### config.mk
export PLATFORM = sky130hd
export DESIGN_NAME = sorted_array_priority_store_core_flat
export DESIGN_NICKNAME = d
export VERILOG_FILES = /design/src/rtl/sapq_pkg.sv /design/src/rtl/sapq_if.sv /design/src/rtl/sapq_cell.sv /design/src/rtl/sorted_array_priority_store_core.sv /design/src/flat_wrapper.sv
export SDC_FILE = /design/constraint.sdc
export NUM_CORES = 2
export LEC_CHECK = 0
export ABC_CLOCK_PERIOD_IN_PS = 8300
export BUFFER_PORTS_ARGS = -buffer_cell sky130_fd_sc_hd__buf_2
export CAP_MARGIN = 20
export CORE_ASPECT_RATIO = 1.75
export CORE_MARGIN = 2
export CORE_UTILIZATION = 48
export CTS_CLUSTER_DIAMETER = 100
export CTS_CLUSTER_SIZE = 16
export DETAILED_ROUTE_END_ITERATION = 12
export HOLD_SLACK_MARGIN = 0.02
export PLACE_DENSITY = 0.69
export RECOVER_POWER = 100
export SLEW_MARGIN = 10
export SYNTH_ARGS = -nofsm -noshare
export SYNTH_HDL_FRONTEND = slang
export SYNTH_SLANG_ARGS = --single-unit
### constraint.sdc
create_clock -name i_clk -period 8.3 [get_ports i_clk]
set_input_delay 2.49 -clock i_clk [delete_from_list [all_inputs] [get_ports i_clk]]
set_output_delay 2.49 -clock i_clk [all_outputs]
set_load 0.005 [all_outputs]
### src/rtl/sapq_pkg.sv
`timescale 1ns / 1ps
// ----------------------------------------------------------------------------
// sapq_pkg
// Types, codes and sizes shared by the sorted array priority store.
// ----------------------------------------------------------------------------
package sapq_pkg;

    localparam int DEPTH     = 16;
    localparam int KEY_WIDTH = 32;
    localparam int IDX_W     = $clog2(DEPTH);
    localparam int CNT_W     = $clog2(DEPTH + 1);

    localparam int OPCODE_W  = 3;
    localparam int STATUS_W  = 2;
    localparam int FIDX_W    = 4;
    localparam int KEYF_W    = 32;
    localparam int COUNTF_W  = 5;

    typedef logic [KEY_WIDTH-1:0] t_key;

    typedef enum logic [OPCODE_W-1:0] {
        OP_INSERT  = 3'd0,
        OP_DEL_MIN = 3'd1,
        OP_DEL_MAX = 3'd2,
        OP_SEARCH  = 3'd3,
        OP_CLEAR   = 3'd4
    } t_op;

    typedef enum logic [STATUS_W-1:0] {
        ST_OK        = 2'd0,
        ST_FULL      = 2'd1,
        ST_EMPTY     = 2'd2,
        ST_NOT_FOUND = 2'd3
    } t_status;

    // broadcast to every cell of the row
    typedef struct packed {
        logic ins;
        logic del_min;
        t_key key;
    } t_cell_ctl;

endpackage

### src/rtl/sapq_if.sv
`timescale 1ns / 1ps
// ----------------------------------------------------------------------------
// sapq request and response interfaces
// Valid/ready channels carrying the operation request and its result.
// ----------------------------------------------------------------------------
interface sapq_req_if;
    logic                valid;
    logic                ready;
    logic [2:0]          opcode;
    logic [31:0]         key;

    modport source (output valid, output opcode, output key, input ready);
    modport sink   (input valid, input opcode, input key, output ready);
endinterface

interface sapq_rsp_if;
    logic                valid;
    logic                ready;
    logic [1:0]          status;
    logic [3:0]          found_index;
    logic [31:0]         min_key;
    logic [31:0]         max_key;
    logic [4:0]          count;
    logic                is_empty;

    modport source (output valid, output status, output found_index, output min_key,
                    output max_key, output count, output is_empty, input ready);
    modport sink   (input valid, input status, input found_index, input min_key,
                    input max_key, input count, input is_empty, output ready);
endinterface

### src/rtl/sapq_cell.sv
`timescale 1ns / 1ps
// ----------------------------------------------------------------------------
// sapq_cell
// One slot of the sorted row: holds a key, compares it with the broadcast
// key and takes its new value from itself, a neighbour or the broadcast key.
// ----------------------------------------------------------------------------
module sapq_cell
    import sapq_pkg::*;
(
    input  logic      i_clk,
    input  t_cell_ctl i_ctl,
    input  logic      i_occ,
    input  logic      i_at_end,
    input  t_key      i_prev_key,
    input  logic      i_prev_gt,
    input  t_key      i_next_key,
    output t_key      o_key,
    output logic      o_gt,
    output logic      o_match
);

    t_key r_key;
    t_key n_key;

    assign o_key   = r_key;
    assign o_gt    = i_occ && (r_key > i_ctl.key);
    assign o_match = i_occ && (r_key == i_ctl.key);

    always_comb begin
        n_key = r_key;
        if (i_ctl.ins && (o_gt || i_at_end)) begin
            // larger keys move up one slot, the new key lands after equal ones
            n_key = i_prev_gt ? i_prev_key : i_ctl.key;
        end else if (i_ctl.del_min) begin
            n_key = i_next_key;
        end
    end

    always_ff @(posedge i_clk) begin
        r_key <= n_key;
    end

endmodule

### src/rtl/sorted_array_priority_store_core.sv
`timescale 1ns / 1ps
// ----------------------------------------------------------------------------
// sorted_array_priority_store_core
// Sorted priority store built as a row of key cells.
// ----------------------------------------------------------------------------
// Usage:
//  i_req carries an opcode (insert, delete smallest, delete largest, search,
//  clear) and a key; o_rsp returns one result per request: status, found
//  index, smallest and largest key, count and empty flag, all after the
//  operation.
//  A request is applied to every cell of the row in the cycle it is taken;
//  the result is formed from the updated row in the next cycle and held in
//  an output register; i_req.ready stays low until that result is loaded,
//  so a new request waits until the last one has reached that register.
//  A new request is taken while an earlier result still waits in the output
//  register; if the receiver stalls, the following request is held until the
//  output register frees, and i_req.ready stays low meanwhile.
//  Reset empties the store (count to zero) and drops any pending result; the
//  key cells themselves need no clearing pass.
// ----------------------------------------------------------------------------
module sorted_array_priority_store_core
    import sapq_pkg::*;
(
    input  logic        i_clk,
    input  logic        i_rst_n,
    sapq_req_if.sink    i_req,
    sapq_rsp_if.source  o_rsp
);

    logic [CNT_W-1:0]  r_count;
    logic [CNT_W-1:0]  n_count;
    logic              r_busy;
    t_status           r_status;
    t_status           n_status;
    logic [IDX_W-1:0]  r_idx;
    logic [IDX_W-1:0]  n_idx;

    logic              r_out_valid;
    t_status           r_out_status;
    logic [FIDX_W-1:0] r_out_idx;
    logic [KEYF_W-1:0] r_out_min;
    logic [KEYF_W-1:0] r_out_max;
    logic [COUNTF_W-1:0] r_out_count;
    logic              r_out_empty;

    t_cell_ctl         w_ctl;
    t_op               w_op;
    t_key              w_k;
    logic [63:0]       w_key_ext;
    logic              w_fire;
    logic              w_full;
    logic              w_empty;
    logic              w_load;
    logic              w_found;
    logic [IDX_W-1:0]  w_first_idx;
    t_key              w_max;
    t_key              w_min;
    logic [63:0]       w_min_ext;
    logic [63:0]       w_max_ext;
    logic [15:0]       w_idx_ext;
    logic [15:0]       w_cnt_ext;

    t_key              w_key   [DEPTH];
    logic              w_gt    [DEPTH];
    logic              w_match [DEPTH];

    assign i_req.ready = !r_busy;
    assign w_fire      = i_req.valid && i_req.ready;
    assign w_op        = t_op'(i_req.opcode);
    assign w_key_ext   = 64'(i_req.key);
    assign w_k         = w_key_ext[KEY_WIDTH-1:0];
    assign w_full      = (r_count == CNT_W'(DEPTH));
    assign w_empty     = (r_count == '0);

    // row of cells
    for (genvar g = 0; g < DEPTH; g++) begin : g_cell
        sapq_cell u_cell (
            .i_clk      (i_clk),
            .i_ctl      (w_ctl),
            .i_occ      (CNT_W'(g) < r_count),
            .i_at_end   (CNT_W'(g) == r_count),
            .i_prev_key ((g == 0) ? t_key'(0) : w_key[(g == 0) ? 0 : g - 1]),
            .i_prev_gt  ((g == 0) ? 1'b0 : w_gt[(g == 0) ? 0 : g - 1]),
            .i_next_key (w_key[(g == DEPTH - 1) ? g : g + 1]),
            .o_key      (w_key[g]),
            .o_gt       (w_gt[g]),
            .o_match    (w_match[g])
        );
    end

    // matches are contiguous in a sorted row, so the first one is unique
    always_comb begin
        w_found     = 1'b0;
        w_first_idx = '0;
        for (int i = 0; i < DEPTH; i++) begin
            if (w_match[i] && ((i == 0) || !w_match[(i == 0) ? 0 : i - 1])) begin
                w_found     = 1'b1;
                w_first_idx = w_first_idx | IDX_W'(i);
            end
        end
    end

    always_comb begin
        w_ctl.key     = w_k;
        w_ctl.ins     = 1'b0;
        w_ctl.del_min = 1'b0;
        n_count       = r_count;
        n_status      = ST_OK;
        n_idx         = '0;
        unique case (w_op)
            OP_INSERT: begin
                if (w_full) begin
                    n_status = ST_FULL;
                end else begin
                    w_ctl.ins = w_fire;
                    n_count   = r_count + 1'b1;
                end
            end
            OP_DEL_MIN: begin
                if (w_empty) begin
                    n_status = ST_EMPTY;
                end else begin
                    w_ctl.del_min = w_fire;
                    n_count       = r_count - 1'b1;
                end
            end
            OP_DEL_MAX: begin
                if (w_empty) begin
                    n_status = ST_EMPTY;
                end else begin
                    n_count = r_count - 1'b1;
                end
            end
            OP_SEARCH: begin
                if (w_found) begin
                    n_idx = w_first_idx;
                end else begin
                    n_status = ST_NOT_FOUND;
                end
            end
            OP_CLEAR: begin
                n_count = '0;
            end
            default: begin
            end
        endcase
    end

    always_ff @(posedge i_clk) begin
        if (!i_rst_n) begin
            r_count <= '0;
            r_busy  <= 1'b0;
        end else begin
            if (w_fire) begin
                r_count <= n_count;
                r_busy  <= 1'b1;
            end else if (w_load) begin
                r_busy  <= 1'b0;
            end
        end
    end

    always_ff @(posedge i_clk) begin
        if (w_fire) begin
            r_status <= n_status;
            r_idx    <= n_idx;
        end
    end

    // result from the updated row: top occupied cell holds the largest key
    always_comb begin
        w_max = '0;
        for (int i = 0; i < DEPTH; i++) begin
            if (CNT_W'(i + 1) == r_count) begin
                w_max = w_max | w_key[i];
            end
        end
        w_min = (r_count == '0) ? t_key'(0) : w_key[0];
    end

    assign w_min_ext = 64'(w_min);
    assign w_max_ext = 64'(w_max);
    assign w_idx_ext = 16'(r_idx);
    assign w_cnt_ext = 16'(r_count);
    assign w_load    = r_busy && (!r_out_valid || o_rsp.ready);

    always_ff @(posedge i_clk) begin
        if (!i_rst_n) begin
            r_out_valid <= 1'b0;
        end else if (w_load) begin
            r_out_valid <= 1'b1;
        end else if (o_rsp.ready) begin
            r_out_valid <= 1'b0;
        end
    end

    always_ff @(posedge i_clk) begin
        if (w_load) begin
            r_out_status <= r_status;
            r_out_idx    <= w_idx_ext[FIDX_W-1:0];
            r_out_min    <= w_min_ext[KEYF_W-1:0];
            r_out_max    <= w_max_ext[KEYF_W-1:0];
            r_out_count  <= w_cnt_ext[COUNTF_W-1:0];
            r_out_empty  <= (r_count == '0);
        end
    end

    assign o_rsp.valid       = r_out_valid;
    assign o_rsp.status      = r_out_status;
    assign o_rsp.found_index = r_out_idx;
    assign o_rsp.min_key     = r_out_min;
    assign o_rsp.max_key     = r_out_max;
    assign o_rsp.count       = r_out_count;
    assign o_rsp.is_empty    = r_out_empty;

    a_count_range: assert property (@(posedge i_clk) disable iff (!i_rst_n)
        r_count <= CNT_W'(DEPTH))
        else $error("fill count beyond depth");

    a_insert_grows: assert property (@(posedge i_clk) disable iff (!i_rst_n)
        (w_fire && (w_op == OP_INSERT) && !w_full) |=>
        (r_count == $past(r_count) + 1'b1))
        else $error("insert did not grow the store");

    a_empty_flag: assert property (@(posedge i_clk) disable iff (!i_rst_n)
        r_out_valid |-> (r_out_empty == (r_out_count == '0)))
        else $error("empty flag disagrees with count");

    a_empty_keys: assert property (@(posedge i_clk) disable iff (!i_rst_n)
        (r_out_valid && r_out_empty) |-> ((r_out_min == '0) && (r_out_max == '0)))
        else $error("keys reported while empty");

    a_min_le_max: assert property (@(posedge i_clk) disable iff (!i_rst_n)
        (r_busy && (r_count != '0)) |-> (w_min <= w_max))
        else $error("row out of order");

endmodule

### src/flat_wrapper.sv
// flat-port wrapper written by rule: the top's interface ports become plain ports
module sorted_array_priority_store_core_flat import sapq_pkg::*;
  (i_clk, i_rst_n, i_req_valid, i_req_opcode, i_req_key, i_req_ready, o_rsp_valid, o_rsp_status, o_rsp_found_index, o_rsp_min_key, o_rsp_max_key, o_rsp_count, o_rsp_is_empty, o_rsp_ready);
  sapq_req_if i_req_i ();
  sapq_rsp_if o_rsp_i ();
  input  logic i_clk;
  input  logic i_rst_n;
  input wire logic [$bits(i_req_i.valid)-1:0] i_req_valid;
  input wire logic [$bits(i_req_i.opcode)-1:0] i_req_opcode;
  input wire logic [$bits(i_req_i.key)-1:0] i_req_key;
  output wire logic [$bits(i_req_i.ready)-1:0] i_req_ready;
  output wire logic [$bits(o_rsp_i.valid)-1:0] o_rsp_valid;
  output wire logic [$bits(o_rsp_i.status)-1:0] o_rsp_status;
  output wire logic [$bits(o_rsp_i.found_index)-1:0] o_rsp_found_index;
  output wire logic [$bits(o_rsp_i.min_key)-1:0] o_rsp_min_key;
  output wire logic [$bits(o_rsp_i.max_key)-1:0] o_rsp_max_key;
  output wire logic [$bits(o_rsp_i.count)-1:0] o_rsp_count;
  output wire logic [$bits(o_rsp_i.is_empty)-1:0] o_rsp_is_empty;
  input wire logic [$bits(o_rsp_i.ready)-1:0] o_rsp_ready;
  assign i_req_i.valid = i_req_valid;
  assign i_req_i.opcode = i_req_opcode;
  assign i_req_i.key = i_req_key;
  assign i_req_ready = i_req_i.ready;
  assign o_rsp_valid = o_rsp_i.valid;
  assign o_rsp_status = o_rsp_i.status;
  assign o_rsp_found_index = o_rsp_i.found_index;
  assign o_rsp_min_key = o_rsp_i.min_key;
  assign o_rsp_max_key = o_rsp_i.max_key;
  assign o_rsp_count = o_rsp_i.count;
  assign o_rsp_is_empty = o_rsp_i.is_empty;
  assign o_rsp_i.ready = o_rsp_ready;
  sorted_array_priority_store_core u_core (.i_clk(i_clk), .i_rst_n(i_rst_n), .i_req(i_req_i), .o_rsp(o_rsp_i));
endmodule
==> metrics.md <==
| Metric | Value |
|---|---|
| Critical Path Source Type | `input pin` |
| Vias | `40100` |
| Ports | `117` |
| WP data required | `8640 ps` |
| Nets@finish | `4671` |
| Internal | `4.72 mW` |
| Post-synth EDFFs | `594` |
| Most common flop cell mapped by yosys | `edfxtp_1` |
| Part of the cycle the worst path needs | `0.949` |
| Number of warnings issued by yosys | `0` |
| Reg clk slew, reported paths | `80 ps` |
| PD cells | `140 mW/mm^2` |
| CTS Root Cell | `clkbuf_16` |
| Xor/xnor share of the synthesized area | `0.000198` |
| Fin. Hold Viols | `0` |
| Fill count | `8343` |
| Gr usage total | `0.477` |
| Post-route DRC | `0` |
| Max capacitance violation total | `22` |
| Clk buf depth | `3` |
| Syn Std Cell Area | `0.0442 mm^2` |
| Worst IR Drop VDD | `0.000175 V` |
| Worst R2R Start | `u_core.r_count[0]$_SDFFE_PN0P_` |
| Mux share of post-synthesis cell area | `0.154` |
| Area growth, synth to finish | `6.58%` |
| Total CTS buffers | `44` |
| Total grt overflow | `0` |
| Final TNS setup | `0 ps` |
| Mean post-synth cell area | `10.7 um^2` |
| CP startpoint | `i_req_key[15]` |
| Detailed Routing Iterations Pass 1 | `9` |
| Critical Path End Type | `flip-flop` |
| Rel. slew slack | `-1.64` |
| Synth top area cells | `edfxtp_1 (40%), ha_1 (15%), mux2i_1 (7.2%)` |
| Crit Path Max Fanout | `32` |
| Placer Congestion | `1.11` |
| Crit Path Category | `input pin to flip-flop` |
| Initial Util | `0.483` |
| Worst slack, placed | `1120 ps` |
| Die H | `405 um` |
| Wire per inst | `42.5 um` |
| Yosys cell types | `71` |
| Final setup viols | `0` |
| Most common cell after layout, fill and taps aside | `edfxtp_1` |
| Routed wire length | `227000 um` |
| Vias in the first global route | `38500` |
| Hold Path Origin | `u_core.r_idx[2]$_SDFFCE_PN0P_` |
| Max frequency | `127 MHz` |
| Comb pwr share | `0.146` |
| Global-route wire length before repair | `308000 um` |
| CTS HTree Levels | `2` |
| Top Metal Used | `met5` |
| Post-Synth Adder-Cell Area | `0.146` |
| RSZ-0062 raised after global routing | `false` |
| Clk_skew | `34.8 ps` |
| Failing checks | `max-capacitance violations, max-slew violations` |
| Pins Over Slew Limit | `650` |
| Via density per instance | `7.51` |
| CTS Hold Buffers Added | `0` |
| Setup bufs post-CTS | `0` |
| Syn_nets | `4680` |
| Core area | `0.0914 mm^2` |
| Seq/Total Area, Yosys | `0.407` |
| Most frequent cells in the layout | `edfxtp_1 (594), ha_1 (517), a21oi_1 (405)` |
| Port bufs | `116` |
| Leakage | `19.3 nW` |
| M1 wire length | `71600 um` |
| Largest net degree at the start of global routing | `65` |
| Post-Syn Instances | `4124` |
| CTS tree | `built` |
| Synth Area in Compound Gates | `0.154` |
| Async S/R FF share, synth | `0` |
| Die span in x | `233 um` |
| Initial antenna violation count | `17` |
| Sw Ratio | `0.286` |
| #FFs+latches synth | `601` |
| Number of DRC markers in iteration 0 | `5905` |
| Final ANT Viol Nets | `0` |
| Clock sink count | `601` |
| Sw Pwr | `1.89 mW` |
| Cell Rows | `147` |
| Flop pwr share | `0.519` |
| Reg area | `0.0180 mm^2` |
| Share of total power in the clock network | `0.335` |
| CP arrival | `8210 ps` |
| Largest family of logic cells by synthesized area | `compound AO/OA/AOI/OAI gates` |
| PnR worst setup slack | `426 ps` |
| Multi-input logic area | `0.0248 mm^2` |
| Ratio of cells with drive above 1 in the final layout | `0.102` |
| Simple-gate share of the synthesized area | `0.107` |
| Cts repair resizes | `0` |
| Hold Crit Class | `flip-flop to flip-flop` |
| Layout Utilization | `0.515` |
| Clock period minus final worst setup slack | `7870 ps` |
| Met2 Routed Length | `101000 um` |
| DR WL met3 | `23800 um` |
| Synth top area share | `0.404` |
| DP HPWL | `153000 um` |
| Worst slew pin tran | `3960 ps` |
| Die area | `0.0946 mm^2` |
| Clk_lat worst skew | `660 ps` |
| Largest area contributor in the netlist | `edfxtp_1` |
| Status | `finished with violations` |
flip-flops by register name (all words and copies together), names as in the netlist:
| register | cells |
|---|---|
| u_core.o_rsp.valid | 1 |
| u_core.r_busy | 1 |
| u_core.o_rsp.found_index | 4 |
| u_core.r_count | 5 |
| u_core.o_rsp.min_key | 32 |
| u_core.r_status | 2 |
| u_core.g_cell.u_cell.o_key | 512 |
| u_core.o_rsp.max_key | 32 |
| u_core.o_rsp.is_empty | 1 |
| u_core.o_rsp.count | 5 |
| u_core.r_idx | 4 |
| u_core.o_rsp.status | 2 |
metrics by stage:
step	instance area [um^2]	power, mW	instances	hold slack (ps)
after floorplan	44200	4.04	4124	400
after global placement	46200	4.41	5258	410
after detailed placement	46200	4.43	5259	414
after CTS	47500	6.55	5325	426
after global routing	47100	6.73	5331	450
final	47100	6.61	5342	418
logic make-up (layout without fill, tap and decap cells):
logic type      after synthesis  after routing
other cells                   0             15
flops                       601            601
fa+ha+maj                   517            517
xor+xnor                      1              1
simple gates                972            972
buf+inv                     335            346
compound gates             1069           1069
mux                         629            629
power by group through the flow:
stage	Combinational, mW	Sequential (mW)	Clock (mW)
2_1_floorplan	0.562	3.47	0
3_3_place_gp	0.915	3.49	0
3_5_place_dp	0.930	3.50	0
4_1_cts	0.933	3.43	2.19
5_1_grt	1.01	3.44	2.28
6_report	0.964	3.43	2.22
area by class of cell:
| class | count | area share |
|---|---|---|
| Sequential cell | 601 | 0.382 |
| Multi-Input combinational cell | 3188 | 0.528 |
| Clock inverter | 4 | 0.00120 |
| Clock buffer | 62 | 0.0253 |
| Timing Repair Buffer | 218 | 0.0267 |
| Antenna cell | 15 | 0.000797 |
| Tap cell | 1192 | 0.0317 |
| Inverter | 62 | 0.00494 |
path summary, 6_finish.rpt:
path / slack (ps) / end / cells after the start
worst max-delay path: 430 / u_core.g_cell[2].u_cell.o_key[11]$_DFFE_PP_ / 11
worst max register to register: 1060 / u_core.g_cell[0].u_cell.o_key[18]$_DFFE_PP_ / 9
worst min-delay path: 420 / u_core.o_rsp.found_index[2]$_DFFE_PP_ / 0
worst min register to register: 420 / u_core.o_rsp.found_index[2]$_DFFE_PP_ / 0
cell usage after synthesis (8+ instances only):
cell type and instances:
nand2b_1 22, a221oi_1 141, inv_1 61, a22o_1 124
mux2_1 113, a21o_1 37, nor3_1 30, o21ai_0 72
ha_1 517, and3_1 12, nand4_1 157, o21ai_1 170
o211ai_1 20, mux2_2 170, buf_2 89, a21oi_1 411
nor4_1 32, a2111oi_0 9, mux2i_1 318, a31oi_1 8
nor2b_1 19, buf_1 15, and4_1 14, nand3_1 60
edfxtp_1 594, or4_1 11, clkbuf_1 163, mux2_4 28
nand2_1 295, nor2_1 249, o21a_1 8, and2_1 35
a211oi_1 14, nand3b_1 8
worst max-delay path, cell delays in order:
cell and delay, ps:
buf_2 300, inv_1 420, ha_1 630, nand4_1 850, a21oi_1 930, a211oi_1 160
nor2_1 230, o21a_2 170, clkbuf_2 1480, mux2i_1 310, o21ai_0 140
per-layer routing:
metal | vias to the layer above | track usage
met5 | - | 0.00212
met4 | 4 | 0.503
met3 | 1423 | 0.134
met2 | 3486 | 0.736
met1 | 19100 | 0.503
li1 | 16100 | -
Note: power is estimated with default switching activity, not from simulation.
